--- src/rtl/core/pts_ram.sv ---
// Generic single-write, single-read synchronous RAM with registered read data.
// No dependencies.
module pts_ram #(
  parameter int W = 8,
  parameter int D = 4
) (
  input  logic                 clk,
  input  logic                 we,
  input  logic [$clog2(D)-1:0] waddr,
  input  logic [W-1:0]         wdata,
  input  logic [$clog2(D)-1:0] raddr,
  output logic [W-1:0]         rdata
);

  logic [W-1:0] mem [D];

  // Write port
  always_ff @(posedge clk) begin
    if (we) begin
      mem[waddr] <= wdata;
    end
  end

  // Registered read port
  always_ff @(posedge clk) begin
    rdata <= mem[raddr];
  end

endmodule
--- config.mk ---
export PLATFORM = sky130hd
export DESIGN_NAME = pts_ram
export DESIGN_NICKNAME = d
export VERILOG_FILES = /design/src/rtl/core/pts_ram.sv
export SDC_FILE = /design/constraint.sdc
export NUM_CORES = 1
export LEC_CHECK = 0
export ABC_AREA = 1
export BUFFER_PORTS_ARGS = -buffer_cell sky130_fd_sc_hd__buf_2
export CORE_ASPECT_RATIO = 1.2
export CORE_UTILIZATION = 30
export CTS_CLUSTER_DIAMETER = 60
export DETAILED_ROUTE_END_ITERATION = 10
export GPL_ROUTABILITY_DRIVEN = 0
export SYNTH_ARGS = -nofsm -noshare
export SYNTH_HDL_FRONTEND = slang
export SYNTH_SLANG_ARGS = --single-unit
--- constraint.sdc ---
create_clock -name clk -period 1.33 [get_ports clk]
set_input_delay 0.266 -clock clk [delete_from_list [all_inputs] [get_ports clk]]
set_output_delay 0.266 -clock clk [all_outputs]
set_load 0.01 [all_outputs]
; Yosys cells after proc, flatten, opt, wreduce, memory -nomap -nowiden
; Memories as Yosys holds them, arrays and structs flattened. A register that Yosys moved wholly into a read port is not among the register bits.
; Cells that the tools add are included.
; Widths: inputs -> output; s select.
[classes]
muxes = 2
[ops]
columns = operator, count
row1 = $mux 1, 2
[word_totals]
ff_bits = 0
ramBits = 32
word_cells = 3
n_memories = 1
output_inout_bits = 8
input_bits = 14
[memory_table]
columns = memory, depth, width, rd, rd_clocked_by_memory_dff, write_ports, line_no
row1 = mem, 4, 8, 1, 1, 1, 15  ; logic [W-1:0] mem [D];

; Depth between registers and ports, before layout
[depth]
ltp_word = 2
ltp_mapped = 6
depth_no_buf = 4

; Worst setup path before layout
; No wires, ideal clock.
[synth_path]
path_type = input -> register
startpoint = input waddr[0]
endpoint = memory mem[3][0], enable pin
n_path_buf = 0
required_time_ns = 0.947
slack_ns = 0.001
setup_ns = 0.383
stages = 2
arrival_time_ns = 0.946
path_cell_list = inv_1 nor3_1
[synth_rtl]
columns = element, line_no
row1 = start: declaration, 9  ; input logic [$clog2(D)-1:0] waddr,
row2 = end: declaration, 15
; Straight into the memory's write port.

; Final worst setup path
[layout_path]
startpoint = register rdata[7], read port of mem
endpoint = output rdata[7]
[layout_rtl]
columns = element, line_no
row1 = start: declaration, 12  ; output logic [W-1:0] rdata
; No word-level cell between the ends.

==> run metrics <==
status=finished clean; # hold bufs at CTS=0; total gr overflow=0; global-route wire length before repair=4.28 mm; multi-input logic area=250 um2; Hold Crit Class=input port to register; worst-path cell chain=buf_2; Mean Syn Cell Area=11.0 um2; synth warn=0; post-CTS sizing=0; final hold viol count=0; largest family of logic cells by synthesized area=simple AND/OR/NAND/NOR gates; crit share post-route=0.738; Worst Setup SP=rdata[7]; Die Y=80.7 um; Slew HR=0.780; Max Clock Freq=1.02 GHz; total CTS buffers=5; sequential area share after synthesis=0.724; GRT Util Overall=0.118; fraction of the mapped netlist area in adder cells=0; Reg clk slew, reported paths=0.07 ns; Setup violations, final=0; Hold Crit Start=wdata[5]; RSZ-0062 raised after global routing=false; met2 wire length=1.34 mm; Critical Path Source Type=register; measured slew at the worst slew-check pin=0.330 ns; Metal-1 WL=1.12 mm; post-synth cell types=10; Final nets=183; proportion of synthesized area in mux cells=0; Core Area=4940 um2; initial DRC count=35; Setup CP Type=register to primary output; Net Count, Synth=155; Rows=28; reg2reg start=mem[3][6]; root buf cell=clkbuf_8; Starting Density=0.313; crit end category=primary output; met3 WL post-DR=137 um; DIE WIDTH=67.6 um; cells after synthesis=141; slowest CP cell=dfxtp_1; Critical Path AT=0.72 ns; Power Density=1320 nW/um2; number of max-cap violations=0; Antenna Nets Post-Route=0; skew final=0.00461 ns; Compound-Gate Fraction of Synth Area=0; crit-path max FO=1; max-slew violations=0; maximum clock insertion buffer count=2; CTS tree=done; CP bufs+invs=1; maximum VDD drop=0.000718 V; Cell Area, Synth=1550 um2; worst setup margin=0.348 ns; slowest stage delay, CP=0.31 ns; Synth Area in XOR/XNOR=0; DP HPWL=1.92 mm; DRC=0; CTS H-Tree Depth=2; die footprint=5450 um2; Worst Path Required=1.06 ns; I/O Pins=22; Fillers=513; layout cells sized above 1=0.194; DR top layer=met4; pre-CTS setup slack=0.231 ns; initial antenna violation count=0; crit-path leading delay family=flip-flops; simple logic cell fraction of the synthesized area=0.162; routed length per instance=11.6 um; min Tclk post-route=0.982 ns; Pleak=0.847 nW; Pre-antenna DRT Iters=4; setup bufs post-CTS=0; via/cell ratio=4.19; Area growth syn-to-layout=16.7%; number of global-route vias before repair=874; via count=963; Buffers on Ports=21; setup TNS=0 ns; area of all sequential standard cells=1120 um2; Ant. Diodes=0; clock sinks=40; pin count of the biggest net entering global routing=18; total wire length=2.67 mm; #FFs+latches synth=40; worst skew pair latency=0.29 ns
-- registers in the layout, indices dropped and copies added (netlist names) --
name and count:
mem 32, rdata 8
-- through the flow --
step                       util  power, mW  hold slack, ns  std cells  instance area (um2)
after floorplan               -       1.58           0.365        141                 1550
after global placement    0.349       1.65           0.510        222                 1720
after detailed placement  0.349       1.66           0.499        222                 1720
after CTS                 0.366       2.41           0.191        230                 1810
after global routing      0.366       2.49           0.197        230                 1810
final                     0.366       2.38           0.196        230                 1810
-- final cells by class --
type | count | area share
clock buffer | 5 | 0.0381
inverter | 37 | 0.0783
sequential | 40 | 0.621
clock inverter | 3 | 0.00762
tap | 60 | 0.0416
timing repair buffer | 25 | 0.0748
multi-input combinational | 60 | 0.139
-- logic make-up after synthesis --
| family | Yosys count |
|---|---|
| simple gates | 60 |
| buf+inv | 41 |
| flops | 40 |
-- layer usage --
metal,global-route usage,up-vias
li1,-,491
met1,0.144,443
met2,0.174,23
met3,0.0355,6
met4,0.0830,0
met5,0,-
-- report_power, final --
part / internal, mW / leakage (nW) / total (mW) / switching (mW)
Sequential: 1.42 / 0.361 / 1.44 / 0.0158
Clock: 0.356 / 0.0453 / 0.755 / 0.399
Combinational: 0.0668 / 0.440 / 0.183 / 0.116
Total: 1.85 / 0.847 / 2.38 / 0.531
-- cells in the mapped netlist --
cell type / n / area (um2)
buf_6: 2 / 22.5
nand3_1: 16 / 80.1
edfxtp_1: 32 / 961
buf_4: 1 / 7.51
inv_4: 1 / 6.26
buf_2: 1 / 5.00
dfxtp_1: 8 / 160
nand2_1: 40 / 150
inv_1: 36 / 135
nor3_1: 4 / 20.0
-- placed cells by master (no fill, tap or decap), drive strengths merged --
master / n
inv: 37
dfxtp: 8
clkbuf: 5
nand2: 40
nand3: 16
buf: 25
nor3: 4
edfxtp: 32
clkinv: 3
-- worst paths after layout --
path / depth (start not counted) / slack, ns / end
worst max-delay path: 1 / 0.35 / rdata[7]
worst min-delay path: 1 / 0.20 / mem[3][5]
worst max register to register: 4 / 0.59 / rdata[6]
worst min register to register: 4 / 0.54 / rdata[7]
Power figures use the tool's default switching activity.
